$ cat src/rtl/bgc_pkg.sv
`timescale 1ns / 1ps

package bgc_pkg;

  localparam int CfgIndexW = 3;
  localparam int CfgDataW  = 8;
  localparam int IntegW    = 10;

  typedef enum logic [3:0] {
    ST_IDLE         = 4'd0,
    ST_FIRST_START  = 4'd1,
    ST_FIRST_DIP    = 4'd2,
    ST_SECOND_START = 4'd3,
    ST_SECOND_DIP   = 4'd4,
    ST_PRESSED      = 4'd5,
    ST_DPRESSED     = 4'd6,
    ST_LONG         = 4'd7,
    ST_DLONG        = 4'd8
  } state_t;

  typedef enum logic [2:0] {
    EV_NONE   = 3'd0,
    EV_CLICK  = 3'd1,
    EV_PRESS  = 3'd2,
    EV_LONG   = 3'd3,
    EV_DCLICK = 3'd4,
    EV_DPRESS = 3'd5,
    EV_DLONG  = 3'd6
  } event_t;

  typedef enum logic [CfgIndexW-1:0] {
    REG_START      = 3'd0,
    REG_CONFIRM    = 3'd1,
    REG_DIP        = 3'd2,
    REG_SINGLE_GAP = 3'd3,
    REG_DOUBLE_GAP = 3'd4,
    REG_LONG       = 3'd5,
    REG_RELEASE    = 3'd6
  } cfg_index_t;

  localparam logic [CfgDataW-1:0] START_RESET      = 8'd4;
  localparam logic [CfgDataW-1:0] CONFIRM_RESET    = 8'd8;
  localparam logic [CfgDataW-1:0] DIP_RESET        = 8'd3;
  localparam logic [CfgDataW-1:0] SINGLE_GAP_RESET = 8'd25;
  localparam logic [CfgDataW-1:0] DOUBLE_GAP_RESET = 8'd8;
  localparam logic [CfgDataW-1:0] LONG_RESET       = 8'd80;
  localparam logic [CfgDataW-1:0] RELEASE_RESET    = 8'd10;

  typedef struct packed {
    logic [CfgDataW-1:0] start_count;
    logic [CfgDataW-1:0] confirm_count;
    logic [CfgDataW-1:0] dip_count;
    logic [CfgDataW-1:0] single_gap_count;
    logic [CfgDataW-1:0] double_gap_count;
    logic [CfgDataW-1:0] long_count;
    logic [CfgDataW-1:0] release_count;
  } cfg_t;

  typedef struct packed {
    logic [3:0] gesture_state;
    logic [2:0] latched_event;
    logic       idle;
    logic       single_held;
    logic       single_long_held;
    logic       double_held;
    logic       double_long_held;
  } result_t;

endpackage

$ cat src/rtl/bgc_cfg_regs.sv
`timescale 1ns / 1ps

module bgc_cfg_regs
  import bgc_pkg::*;
(
  input  logic                 clk,
  input  logic                 rst,
  input  logic                 cfg_en,
  input  logic [CfgIndexW-1:0] cfg_index,
  input  logic [CfgDataW-1:0]  cfg_data,
  output cfg_t                 cfg
);

  always_ff @(posedge clk) begin
    if (rst) begin
      cfg.start_count      <= START_RESET;
      cfg.confirm_count    <= CONFIRM_RESET;
      cfg.dip_count        <= DIP_RESET;
      cfg.single_gap_count <= SINGLE_GAP_RESET;
      cfg.double_gap_count <= DOUBLE_GAP_RESET;
      cfg.long_count       <= LONG_RESET;
      cfg.release_count    <= RELEASE_RESET;
    end else if (cfg_en) begin
      unique case (cfg_index_t'(cfg_index))
        REG_START:      cfg.start_count      <= cfg_data;
        REG_CONFIRM:    cfg.confirm_count    <= cfg_data;
        REG_DIP:        cfg.dip_count        <= cfg_data;
        REG_SINGLE_GAP: cfg.single_gap_count <= cfg_data;
        REG_DOUBLE_GAP: cfg.double_gap_count <= cfg_data;
        REG_LONG:       cfg.long_count       <= cfg_data;
        REG_RELEASE:    cfg.release_count    <= cfg_data;
        default: begin
        end
      endcase
    end
  end

endmodule

$ cat src/rtl/bgc_core.sv
`timescale 1ns / 1ps

module bgc_core
  import bgc_pkg::*;
(
  input  logic    clk,
  input  logic    rst,
  input  cfg_t    cfg,
  input  logic    accept,
  input  logic    action,
  input  logic    level,
  output result_t result
);

  state_t                    state;
  state_t                    state_next;
  event_t                    event_reg;
  event_t                    event_reg_next;
  logic signed [IntegW-1:0]  integrator;
  logic signed [IntegW-1:0]  integrator_next;
  logic signed [IntegW-1:0]  t;
  logic signed [IntegW-1:0]  pos_start;
  logic signed [IntegW-1:0]  pos_confirm;
  logic signed [IntegW-1:0]  pos_long;
  logic signed [IntegW-1:0]  neg_dip;
  logic signed [IntegW-1:0]  neg_single_gap;
  logic signed [IntegW-1:0]  neg_double_gap;
  logic signed [IntegW-1:0]  neg_release;
  logic signed [IntegW-1:0]  int_max;
  logic signed [IntegW-1:0]  int_min;

  assign int_max = {1'b0, {(IntegW-1){1'b1}}};
  assign int_min = {1'b1, {(IntegW-1){1'b0}}};

  assign pos_start      = $signed({2'b00, cfg.start_count});
  assign pos_confirm    = $signed({2'b00, cfg.confirm_count});
  assign pos_long       = $signed({2'b00, cfg.long_count});
  assign neg_dip        = -$signed({2'b00, cfg.dip_count});
  assign neg_single_gap = -$signed({2'b00, cfg.single_gap_count});
  assign neg_double_gap = -$signed({2'b00, cfg.double_gap_count});
  assign neg_release    = -$signed({2'b00, cfg.release_count});

  always_comb begin
    if (level) begin
      t = (integrator == int_max) ? integrator : integrator + 10'sd1;
    end else begin
      t = (integrator == int_min) ? integrator : integrator - 10'sd1;
    end
  end

  always_comb begin
    state_next      = state;
    event_reg_next  = event_reg;
    integrator_next = integrator;
    if (action) begin
      event_reg_next = EV_NONE;
    end else begin
      integrator_next = t;
      unique case (state)
        ST_FIRST_START: begin
          if (t == pos_confirm) begin
            state_next      = ST_PRESSED;
            integrator_next = '0;
            event_reg_next  = EV_PRESS;
          end else if (t == neg_dip) begin
            state_next      = ST_FIRST_DIP;
            integrator_next = '0;
          end
        end
        ST_FIRST_DIP: begin
          if (t == pos_confirm) begin
            state_next      = ST_SECOND_START;
            integrator_next = '0;
          end else if (t == neg_single_gap) begin
            state_next      = ST_IDLE;
            integrator_next = '0;
            event_reg_next  = EV_CLICK;
          end
        end
        ST_SECOND_START: begin
          if (t == pos_confirm) begin
            state_next      = ST_DPRESSED;
            integrator_next = '0;
            event_reg_next  = EV_DPRESS;
          end else if (t == neg_dip) begin
            state_next      = ST_SECOND_DIP;
            integrator_next = '0;
          end
        end
        ST_SECOND_DIP: begin
          if (t == pos_confirm) begin
            state_next      = ST_DPRESSED;
            integrator_next = '0;
          end else if (t == neg_double_gap) begin
            state_next      = ST_IDLE;
            integrator_next = '0;
            event_reg_next  = EV_DCLICK;
          end
        end
        ST_PRESSED: begin
          if (t > pos_long) begin
            state_next      = ST_LONG;
            integrator_next = '0;
            event_reg_next  = EV_LONG;
          end else if (t == neg_release) begin
            state_next      = ST_IDLE;
            integrator_next = '0;
          end
        end
        ST_DPRESSED: begin
          if (t > pos_long) begin
            state_next      = ST_DLONG;
            integrator_next = '0;
            event_reg_next  = EV_DLONG;
          end else if (t == neg_release) begin
            state_next      = ST_IDLE;
            integrator_next = '0;
          end
        end
        ST_LONG, ST_DLONG: begin
          if (t > 10'sd0) begin
            integrator_next = '0;
          end else if (t == neg_release) begin
            state_next      = ST_IDLE;
            integrator_next = '0;
          end
        end
        default: begin
          if (t < 10'sd0) begin
            integrator_next = '0;
          end else if (t == pos_start) begin
            state_next      = ST_FIRST_START;
            integrator_next = '0;
          end
        end
      endcase
    end
  end

  always_ff @(posedge clk) begin
    if (rst) begin
      state      <= ST_IDLE;
      event_reg  <= EV_NONE;
      integrator <= '0;
    end else if (accept) begin
      state      <= state_next;
      event_reg  <= event_reg_next;
      integrator <= integrator_next;
    end
  end

  always_comb begin
    result.gesture_state    = state_next;
    result.latched_event    = event_reg_next;
    result.idle             = (state_next == ST_IDLE) && (event_reg_next == EV_NONE);
    result.single_held      = (state_next == ST_PRESSED) || (state_next == ST_LONG);
    result.single_long_held = (state_next == ST_LONG);
    result.double_held      = (state_next == ST_DPRESSED) || (state_next == ST_DLONG);
    result.double_long_held = (state_next == ST_DLONG);
  end

  assert property (@(posedge clk) disable iff (rst)
    (state == ST_IDLE) |-> !integrator[IntegW-1])
    else $error("integrator negative while idle");

  assert property (@(posedge clk) disable iff (rst)
    (state == ST_LONG || state == ST_DLONG) |-> (integrator[IntegW-1] || integrator == '0))
    else $error("integrator positive in a long-press state");

  assert property (@(posedge clk) disable iff (rst)
    (accept && action) |=> (event_reg == EV_NONE && $stable(state) && $stable(integrator)))
    else $error("end of frame did more than clear the event");

endmodule

$ cat src/rtl/bgc_out_buf.sv
`timescale 1ns / 1ps

module bgc_out_buf
  import bgc_pkg::*;
(
  input  logic    clk,
  input  logic    rst,
  input  logic    push,
  input  result_t push_data,
  output logic    space,
  output logic    out_valid,
  input  logic    out_ready,
  output result_t out_data
);

  logic    main_valid;
  result_t main_data;
  logic    skid_valid;
  result_t skid_data;
  logic    pop;

  assign pop       = main_valid && out_ready;
  assign space     = !skid_valid;
  assign out_valid = main_valid;
  assign out_data  = main_data;

  always_ff @(posedge clk) begin
    if (rst) begin
      main_valid <= 1'b0;
      skid_valid <= 1'b0;
    end else if (pop && skid_valid) begin
      main_valid <= 1'b1;
      skid_valid <= 1'b0;
    end else if (pop || !main_valid) begin
      main_valid <= push;
    end else if (push) begin
      skid_valid <= 1'b1;
    end
  end

  always_ff @(posedge clk) begin
    if (pop && skid_valid) begin
      main_data <= skid_data;
    end else if (pop || !main_valid) begin
      main_data <= push_data;
    end else if (push) begin
      skid_data <= push_data;
    end
  end

  assert property (@(posedge clk) disable iff (rst)
    skid_valid |-> main_valid)
    else $error("skid entry held without a head entry");

  assert property (@(posedge clk) disable iff (rst)
    $rose(skid_valid) |-> $past(main_valid && !out_ready && push))
    else $error("skid entry filled while the head entry was free");

endmodule

$ cat src/rtl/button_gesture_classifier.sv
`timescale 1ns / 1ps

// Button gesture classifier.
// Input channel (in_valid / in_ready, fields action and level): each
// transaction is one button sample (action low) or an end-of-frame mark
// (action high) that clears the latched gesture event.
// Output channel (out_valid / out_ready): exactly one result transaction per
// input transaction, in order, carrying the state, the latched event, the
// idle flag and the held-press flags as they stand after that input.
// The result is registered in the output buffer before it shows on out_valid;
// one input is accepted every cycle while in_ready is high, since each input
// updates the state, event and integrator registers as it is accepted.
// Results pass through a two-entry output buffer, so a new input is still
// taken while one result waits; in_ready drops once both entries are full,
// which happens once a result waits with out_ready low and a new input is
// accepted.
// Reset (rst, synchronous) returns to idle with no event, a zero integrator,
// an empty output buffer and the default thresholds. The user must write the
// thresholds through cfg_en / cfg_index / cfg_data only while no transaction
// is in flight; the block itself does not enforce this.

module button_gesture_classifier
  import bgc_pkg::*;
(
  input  logic                 clk,
  input  logic                 rst,
  input  logic                 in_valid,
  output logic                 in_ready,
  input  logic                 action,
  input  logic                 level,
  output logic                 out_valid,
  input  logic                 out_ready,
  output logic [3:0]           gesture_state,
  output logic [2:0]           latched_event,
  output logic                 idle,
  output logic                 single_held,
  output logic                 single_long_held,
  output logic                 double_held,
  output logic                 double_long_held,
  input  logic                 cfg_en,
  input  logic [CfgIndexW-1:0] cfg_index,
  input  logic [CfgDataW-1:0]  cfg_data
);

  cfg_t    cfg;
  result_t core_result;
  result_t out_data;
  logic    space;
  logic    accept;

  assign in_ready = space;
  assign accept   = in_valid && space;

  bgc_cfg_regs u_cfg_regs (
    .clk       (clk),
    .rst       (rst),
    .cfg_en    (cfg_en),
    .cfg_index (cfg_index),
    .cfg_data  (cfg_data),
    .cfg       (cfg)
  );

  bgc_core u_core (
    .clk    (clk),
    .rst    (rst),
    .cfg    (cfg),
    .accept (accept),
    .action (action),
    .level  (level),
    .result (core_result)
  );

  bgc_out_buf u_out_buf (
    .clk       (clk),
    .rst       (rst),
    .push      (accept),
    .push_data (core_result),
    .space     (space),
    .out_valid (out_valid),
    .out_ready (out_ready),
    .out_data  (out_data)
  );

  assign gesture_state    = out_data.gesture_state;
  assign latched_event    = out_data.latched_event;
  assign idle             = out_data.idle;
  assign single_held      = out_data.single_held;
  assign single_long_held = out_data.single_long_held;
  assign double_held      = out_data.double_held;
  assign double_long_held = out_data.double_long_held;

endmodule

$ cat config.mk
export PLATFORM = sky130hd
export DESIGN_NAME = button_gesture_classifier
export DESIGN_NICKNAME = d
export VERILOG_FILES = /design/src/rtl/bgc_pkg.sv /design/src/rtl/bgc_cfg_regs.sv /design/src/rtl/bgc_core.sv /design/src/rtl/bgc_out_buf.sv /design/src/rtl/button_gesture_classifier.sv
export SDC_FILE = /design/constraint.sdc
export NUM_CORES = 1
export LEC_CHECK = 0
export BUFFER_PORTS_ARGS = -buffer_cell sky130_fd_sc_hd__buf_2
export CAP_MARGIN = 20
export CELL_PAD_IN_SITES_DETAIL_PLACEMENT = 0
export CELL_PAD_IN_SITES_GLOBAL_PLACEMENT = 2
export CORE_MARGIN = 4
export CORE_UTILIZATION = 40
export CTS_CLUSTER_SIZE = 12
export DETAILED_ROUTE_END_ITERATION = 7
export PLACE_DENSITY = 0.93
export REMOVE_ABC_BUFFERS = 1
export SYNTH_ARGS = -nofsm -noshare
export SYNTH_HDL_FRONTEND = slang
export SYNTH_HIERARCHICAL = 1
export SYNTH_SLANG_ARGS = --single-unit
$ cat constraint.sdc
create_clock -name clk -period 5.1 [get_ports clk]
set_input_delay 0.51 -clock clk [delete_from_list [all_inputs] [get_ports clk]]
set_output_delay 0.51 -clock clk [all_outputs]
set_load 0.005 [all_outputs]
==> metrics.csv, run 1 <==
stage,metric,value,unit
sta,Final Skew,0.00390,ns
synthesis,simple-gate share of the synthesized area,25.9,%
power_and_ir_drop,combinational share of power,36.4,%
sta,final hold violations,0,
final_layout,max reg flops,56,
synthesis,synthesized instance count,845,
final_layout,most frequent cells in the layout,"dfxtp_1 (75), nor2_1 (70), mux2i_1 (59)",
grt,total gr overflow,0,
grt,Global Route Usage Sum,21.1,%
final_layout,# nets final,924,
sta,worst setup margin,0.290,ns
clock_network,CTS Root Cell,clkbuf_16,
final_layout,P&R area growth vs syn,12.6,%
synthesis,"FFs w/ async S/R, synth",0,%
power_and_ir_drop,register share of total power,35.5,%
final_layout,post-route design area,8450,um2
sta,endpoints failing setup,0,
setup_path,CP bufs+invs,2,
setup_path,worst-path cell chain,inv_1 > ha_1 > and3b_1 > nand2_1 > a31oi_4 > xnor2_1 > inv_1 > ha_1 > nand4_1 > o21bai_1 > a31oi_2 > o221ai_1 > a211oi_1 > o22ai_1 > a211o_1 > o2111ai_1 > o2111a_1 > and4b_1 > mux2_4,
floorplan,IO Pins,32,
synthesis,Mapped Area,7500,um2
setup_path,Setup crit end kind,flop,
clock_network,Hold Buf Count CTS,0,
final_layout,count of antenna diodes in the layout,0,
synthesis,leading area contributor after synthesis,dfxtp_1,
sta,fin crit share,94.3,%
synthesis,Compound-Gate Fraction of Synth Area,17.4,%
routing,post-DR wirelength/cell,20.0,um
setup_path,CP max FO,8,
run,max-cap viol count,0,
sta,WHS,0.377,ns
power_and_ir_drop,switching share of power,34.3,%
sta,"Min Clock Period, post-route",4.81,ns
synthesis,sequential area share after synthesis,29.6,%
routing,final antenna-violating net count,0,
synthesis,prevailing post-synth register cell,dfxtp_1,
placed_design,IO buf count,31,
power_and_ir_drop,NetSw,0.857,mW
routing,initial drt markers,609,
power_and_ir_drop,PwrDens,295,nW/um2
setup_path,crit path DAT,5.04,ns
status,outcome,finished clean,
power_and_ir_drop,worst vdd ir,178,uV
sta,Slew headroom,25.2,%
placed_design,placed instance count,1106,
synthesis,largest family of logic cells by synthesized area,simple AND/OR/NAND/NOR gates,
synthesis,"Avg Cell Area, Syn",8.88,um2
placed_design,gp weighted congestion,0.920,
setup_path,"delay-heaviest family, CP",compound AO/OA/AOI/OAI gates,
final_layout,share of post-route cells with drive strength above 1,16.6,%
final_layout,Largest Register,u_cfg_regs/cfg,
sta,Max Clock Freq,0.208,GHz
sta,Pins Over Slew Limit,0,
clock_network,clk_lat worst skew,0.36,ns
clock_network,Max clock buf depth,2,
clock_network,clk sinks,99,
setup_path,crit path launch type,flop,
grt,first-pass GRT wire length,35600,um
synthesis,multiplexer share of the synthesized area,10.8,%
final_layout,"commonest non-fill, non-tap cell in the layout",dfxtp_1,
floorplan,Die Area,21000,um2
floorplan,Core Region,18200,um2
synthesis,"EDFF count, synth",24,
floorplan,Initial Util,41.2,%
routing,DRC Markers,0,
hold_path,Worst Hold Class,primary input to flop,
power_and_ir_drop,P_int,1.64,mW
power_and_ir_drop,LEAKAGE,3.58,nW
floorplan,Die Y,145,um
clock_network,H-tree levels,3,
sta,worst-margin pin slew,1.12,ns
clock_network,clk slew on worst S/H paths,0.07,ns
setup_path,slowest CP cell,dfxtp_1,
floorplan,Die W,145,um
setup_path,CP peak stage delay,0.39,ns
placed_design,placed standard-cell area,8090,um2
routing,DR vias,6695,
placed_design,Place WS,-0.0589,ns
routing,WL final,22500,um
final_layout,final core occ,46.4,%
routing,first drt pass iteration count,5,
synthesis,Area contributors post-synth,"dfxtp_1 (20%), edfxtp_1 (9.6%), mux2i_1 (7.9%)",
routing,routed vias/inst,5.95,
sta,unrepaired setup endpoints after global routing,false,
clock_network,number of buffers created by CTS,9,
synthesis,number of synthesized register bits,99,
final_layout,Post-Layout Cell Count,1125,
floorplan,num rows,49,
setup_path,Critical Path RT,5.33,ns
synthesis,count of different cell masters after synthesis,87,
power_and_ir_drop,clock power share,28.1,%
synthesis,post-synthesis xor/xnor area fraction,8.95,%
grt,initial antenna violation count,0,
placed_design,hpwl dp,17000,um
grt,largest net degree at the start of global routing,58,
synthesis,Yosys warnings,6,
clock_network,CTS tree,yes,
setup_path,Crit Path Class,flop to flop,
synthesis,area fraction of the dominant cell type after synthesis,20.0,%
synthesis,Post-Synth Adder-Cell Area,2.50,%
grt,vias in the first global route,6255,
## final cells by class
type	count	area (um2)
repair buffers	82	551
inverters	37	139
multi-input cells	662	4960
clock buffers	11	243
clock inverters	5	53.8
flip-flops and latches	99	2220
fillers	1739	9760
well taps	229	287
## per-layer routing
metal	part of all wire [%]	up-vias	GRT usage, %
li1	-	3215	-
met1	48	3241	30.5
met2	44	204	32.2
met3	5.5	35	3.55
met4	2.1	0	7.13
met5	0	-	0
## path summary, 6_finish.rpt
path,from,to,slack [ns],cells past startpoint
worst max-delay path,u_core/integrator[0]$_SDFFE_PP0P_,u_out_buf/out_data[4]$_DFFE_PP_,0.29,19
worst min-delay path,out_ready,u_out_buf/skid_valid$_SDFFE_PP0P_,0.38,2
worst max register to register,u_core/integrator[0]$_SDFFE_PP0P_,u_out_buf/out_data[4]$_DFFE_PP_,0.29,19
worst min register to register,u_cfg_regs/cfg[9]$_SDFFE_PP0P_,u_cfg_regs/cfg[9]$_SDFFE_PP0P_,0.49,2
## power by group through the flow
stage / Combinational (mW) / Clock, mW / Sequential (mW)
5_1_grt: 0.978 / 0.743 / 0.891
4_1_cts: 0.878 / 0.718 / 0.885
3_5_place_dp: 0.872 / 0 / 0.903
2_1_floorplan: 0.549 / 0 / 0.901
3_3_place_gp: 0.876 / 0 / 0.902
6_report: 0.909 / 0.700 / 0.886
## cell families (layout without fill, tap and decap cells)
logic type / Yosys count / in the layout
simple gates: 338 / 338
compound gates: 181 / 181
flops: 99 / 99
buf+inv: 84 / 135
mux: 75 / 75
xor+xnor: 53 / 53
fa+ha+maj: 15 / 15
## per-stage QoR
stage	total power, mW	TNS [ns]
6_report	2.50	0
5_1_grt	2.61	0
4_1_cts	2.48	0
3_5_place_dp	1.78	-0.0589
3_3_place_gp	1.78	0
2_1_floorplan	1.45	0
## repair_timing
action / in CTS / in global routing
buffers inserted: 0 / 3
gates resized for setup: 1 / 7
pin swaps: 0 / 1
setup endpoints to repair: 1 / 10
## synthesized netlist by cell type (all sizes together) (11+ instances only)
cell type,instances
or3,11
edfxtp,24
inv,37
buf,24
ha,15
mux2i,59
a211oi,11
nand4,17
o21ai,39
nor3,25
xnor2,28
nand2b,57
a21oi,37
nand3,27
nand2,42
mux2,16
dfxtp,75
nor2,71
xnor3,14
clkbuf,23
nor4,14
Power figures use the tool's default switching activity.
==> run 2: changes to the inputs <==
--- a/config.mk
+++ b/config.mk
@@ -10,10 +10,11 @@
 export CELL_PAD_IN_SITES_DETAIL_PLACEMENT = 0
 export CELL_PAD_IN_SITES_GLOBAL_PLACEMENT = 2
 export CORE_MARGIN = 4
-export CORE_UTILIZATION = 40
+export CORE_UTILIZATION = 41
+export CTS_BUF_LIST = sky130_fd_sc_hd__clkbuf_2
 export CTS_CLUSTER_SIZE = 12
 export DETAILED_ROUTE_END_ITERATION = 7
-export PLACE_DENSITY = 0.93
+export PLACE_DENSITY = 0.94
 export REMOVE_ABC_BUFFERS = 1
 export SYNTH_ARGS = -nofsm -noshare
 export SYNTH_HDL_FRONTEND = slang
==> run 2 against run 1 <==
Against the previous run:
- via count decreased by 0.33%
- sequential cell count unchanged
- register-to-register slack worse by 0.06 ns
- clock-buffer cell count shrank 2
- clock power shrank 43%
- combinational power shrank 3.3%
- core utilization shrank 0.97 points
- largest power group is now registers
==> metrics.csv, run 2 (synthesis results as in run 1) <==
stage,metric,value,unit,change
placed_design,Place WS,0.0789,ns,was -0.0589 ns
final_layout,# nets final,913,,was 924
clock_network,post-CTS sizing,0,,was 1
grt,first-pass GRT wire length,34900,um,was 35600 um
floorplan,Core Region,18000,um2,was 18200 um2
setup_path,"delay-heaviest family, CP",compound AO/OA/AOI/OAI gates,,unchanged
sta,Max Clock Freq,0.205,GHz,was 0.208 GHz
final_layout,max reg flops,56,,unchanged
sta,fin crit share,95.6,%,was 94.3%
final_layout,"commonest non-fill, non-tap cell in the layout",dfxtp_1,,unchanged
routing,post-DR wirelength/cell,20.2,um,was 20.0 um
floorplan,Die Y,143,um,was 145 um
clock_network,CTS tree,yes,,unchanged
setup_path,Setup crit end kind,flop,,unchanged
sta,Pins Over Slew Limit,0,,unchanged
sta,Slew headroom,38.7,%,was 25.2%
placed_design,IO buf count,31,,unchanged
power_and_ir_drop,worst vdd ir,129,uV,was 178 uV
sta,endpoints failing setup,0,,unchanged
placed_design,hpwl dp,17000,um,about the same
setup_path,worst-path cell chain,ha_1 > and2_1 > a21boi_2 > a32oi_4 > xnor2_1 > ha_1 > and3_1 > o21ai_0 > a31oi_2 > o221a_2 > nor4_1 > o31ai_1 > nor4_2 > o31ai_2 > buf_4 > nor4b_1 > mux2_4,,was inv_1 > ha_1 > and3b_1 > nand2_1 > a31oi_4 > xnor2_1 > inv_1 > ha_1 > nand4_1 > o21bai_1 > a31oi_2 > o221ai_1 > a211oi_1 > o22ai_1 > a211o_1 > o2111ai_1 > o2111a_1 > and4b_1 > mux2_4
floorplan,Die Area,20500,um2,was 21000 um2
setup_path,crit path launch type,flop,,unchanged
grt,largest net degree at the start of global routing,58,,unchanged
placed_design,gp weighted congestion,0.976,,was 0.920
power_and_ir_drop,total power,2.17,mW,was 2.50 mW
final_layout,Largest Register,u_cfg_regs/cfg,,unchanged
setup_path,slowest CP cell,dfxtp_1,,unchanged
routing,first drt pass iteration count,5,,unchanged
final_layout,most frequent cells in the layout,"dfxtp_1 (74), nor2_1 (70), mux2i_1 (59)",,"was dfxtp_1 (75), nor2_1 (70), mux2i_1 (59)"
setup_path,CP max FO,7,,was 8
status,outcome,finished clean,,unchanged
routing,routed vias/inst,5.98,,was 5.95
power_and_ir_drop,LEAKAGE,3.43,nW,was 3.58 nW
sta,final hold violations,0,,unchanged
clock_network,CTS Root Cell,clkbuf_2,,was clkbuf_16
setup_path,CP most frequent cell,ha_1,,
routing,DRC Markers,0,,unchanged
setup_path,crit path DAT,5.29,ns,was 5.04 ns
setup_path,Critical Path RT,5.51,ns,was 5.33 ns
routing,WL final,22500,um,about the same
sta,worst setup margin,0.226,ns,was 0.290 ns
clock_network,"Setup Fix Bufs, Post-CTS",0,,unchanged
routing,initial drt markers,664,,was 609
routing,DR vias,6673,,was 6695
clock_network,clk slew on worst S/H paths,0.31,ns,was 0.07 ns
floorplan,Initial Util,41.8,%,was 41.2%
sta,"Min Clock Period, post-route",4.87,ns,was 4.81 ns
final_layout,number of fill cells,1795,,was 1739
clock_network,Max clock buf depth,2,,unchanged
clock_network,H-tree levels,3,,unchanged
run,max-cap viol count,0,,unchanged
clock_network,number of buffers created by CTS,9,,unchanged
clock_network,Hold Buf Count CTS,0,,unchanged
grt,vias in the first global route,6042,,was 6255
grt,total gr overflow,0,,unchanged
clock_network,clk_lat worst skew,0.65,ns,was 0.36 ns
final_layout,P&R area growth vs syn,8.79,%,was 12.6%
grt,Global Route Usage Sum,21.9,%,was 21.1%
clock_network,clk sinks,99,,unchanged
sta,Final Skew,0.0470,ns,was 0.00390 ns
hold_path,Worst Hold Class,primary input to flop,,unchanged
floorplan,IO Pins,32,,unchanged
grt,initial antenna violation count,1,,was 0
floorplan,num rows,49,,unchanged
setup_path,CP bufs+invs,1,,was 2
setup_path,Crit Path Class,flop to flop,,unchanged
power_and_ir_drop,PwrDens,266,nW/um2,was 295 nW/um2
routing,final antenna-violating net count,0,,unchanged
final_layout,share of post-route cells with drive strength above 1,15.5,%,was 16.6%
setup_path,CP peak stage delay,0.53,ns,was 0.39 ns
sta,worst-margin pin slew,0.914,ns,was 1.12 ns
floorplan,Die W,143,um,was 145 um
-- run 2: cell count changes in the layout (fill, tap and decap cells not counted), moves of 2 or more --
cell	delta
clkinv_2	-2
clkinv_1	+2
clkbuf_16	-9
clkinvlp_4	+2
buf_4	-10
clkbuf_2	+9
-- run 2: through the flow --
step                hold WS, ns  cells  utilization (%)  setup TNS (ns)  instance area (um2)
floorplan                 0.453    798                -               0                 7270
global placement          0.462   1097             44.6               0                 8010
detailed placement        0.471   1097             44.6               0                 8010
CTS                      0.0535   1113             45.2               0                 8120
global route             0.0447   1115             45.4      -0.0000426                 8160
finish                   0.0942   1115             45.4               0                 8160
-- run 2: worst paths after layout --
| path | from | endpoint | slack [ns] | cells past startpoint |
|---|---|---|---|---|
| setup / recovery | u_core/integrator[1]$_SDFFE_PP0P_ | u_out_buf/out_data[2]$_DFFE_PP_ | 0.23 | 17 |
| hold / removal | out_ready | u_out_buf/skid_valid$_SDFFE_PP0P_ | 0.09 | 2 |
| setup reg to reg | u_core/integrator[1]$_SDFFE_PP0P_ | u_out_buf/out_data[2]$_DFFE_PP_ | 0.23 | 17 |
| hold reg to reg | u_cfg_regs/cfg[13]$_SDFFE_PP0P_ | u_cfg_regs/cfg[13]$_SDFFE_PP0P_ | 0.50 | 2 |
-- run 2: layer usage --
layer  vias up  routed length [um]  global-route usage (%)
met5         -                   0                       0
met4         0                 400                    5.95
met3        31                1420                    3.32
met2       253               10100                    33.5
met1      3200               10600                    32.3
li1       3189                   -                       -
-- run 2: worst register-to-register path, stage by stage (launching register included) --
cell and delay (ns):
dfxtp_1 0.53, ha_1 0.34, and2_1 0.22, a21boi_2 0.35, a32oi_4 0.10, xnor2_1 0.40, ha_1 0.36, and3_1 0.16
o21ai_0 0.23, a31oi_2 0.18, o221a_2 0.33, nor4_1 0.28, o31ai_1 0.15, nor4_2 0.32, o31ai_2 0.13, buf_4 0.16
nor4b_1 0.14, mux2_4 0.27
-- run 2: where the power goes --
group	switching, mW	internal (mW)
clock network	0.290	0.110
registers	0.0463	0.846
logic	0.497	0.382
total	0.834	1.34
-- run 2: layout make-up --
cell class	count	area, um2	area share [%]
Multi-Input combinational cell	662	4940	60.6
Sequential cell	99	2220	27.2
Timing Repair Buffer	71	455	5.58
Tap cell	229	287	3.51
Inverter	37	139	1.70
Clock inverter	7	66.3	0.812
Clock buffer	9	45.0	0.552
Antenna cell	1	2.50	0.0307
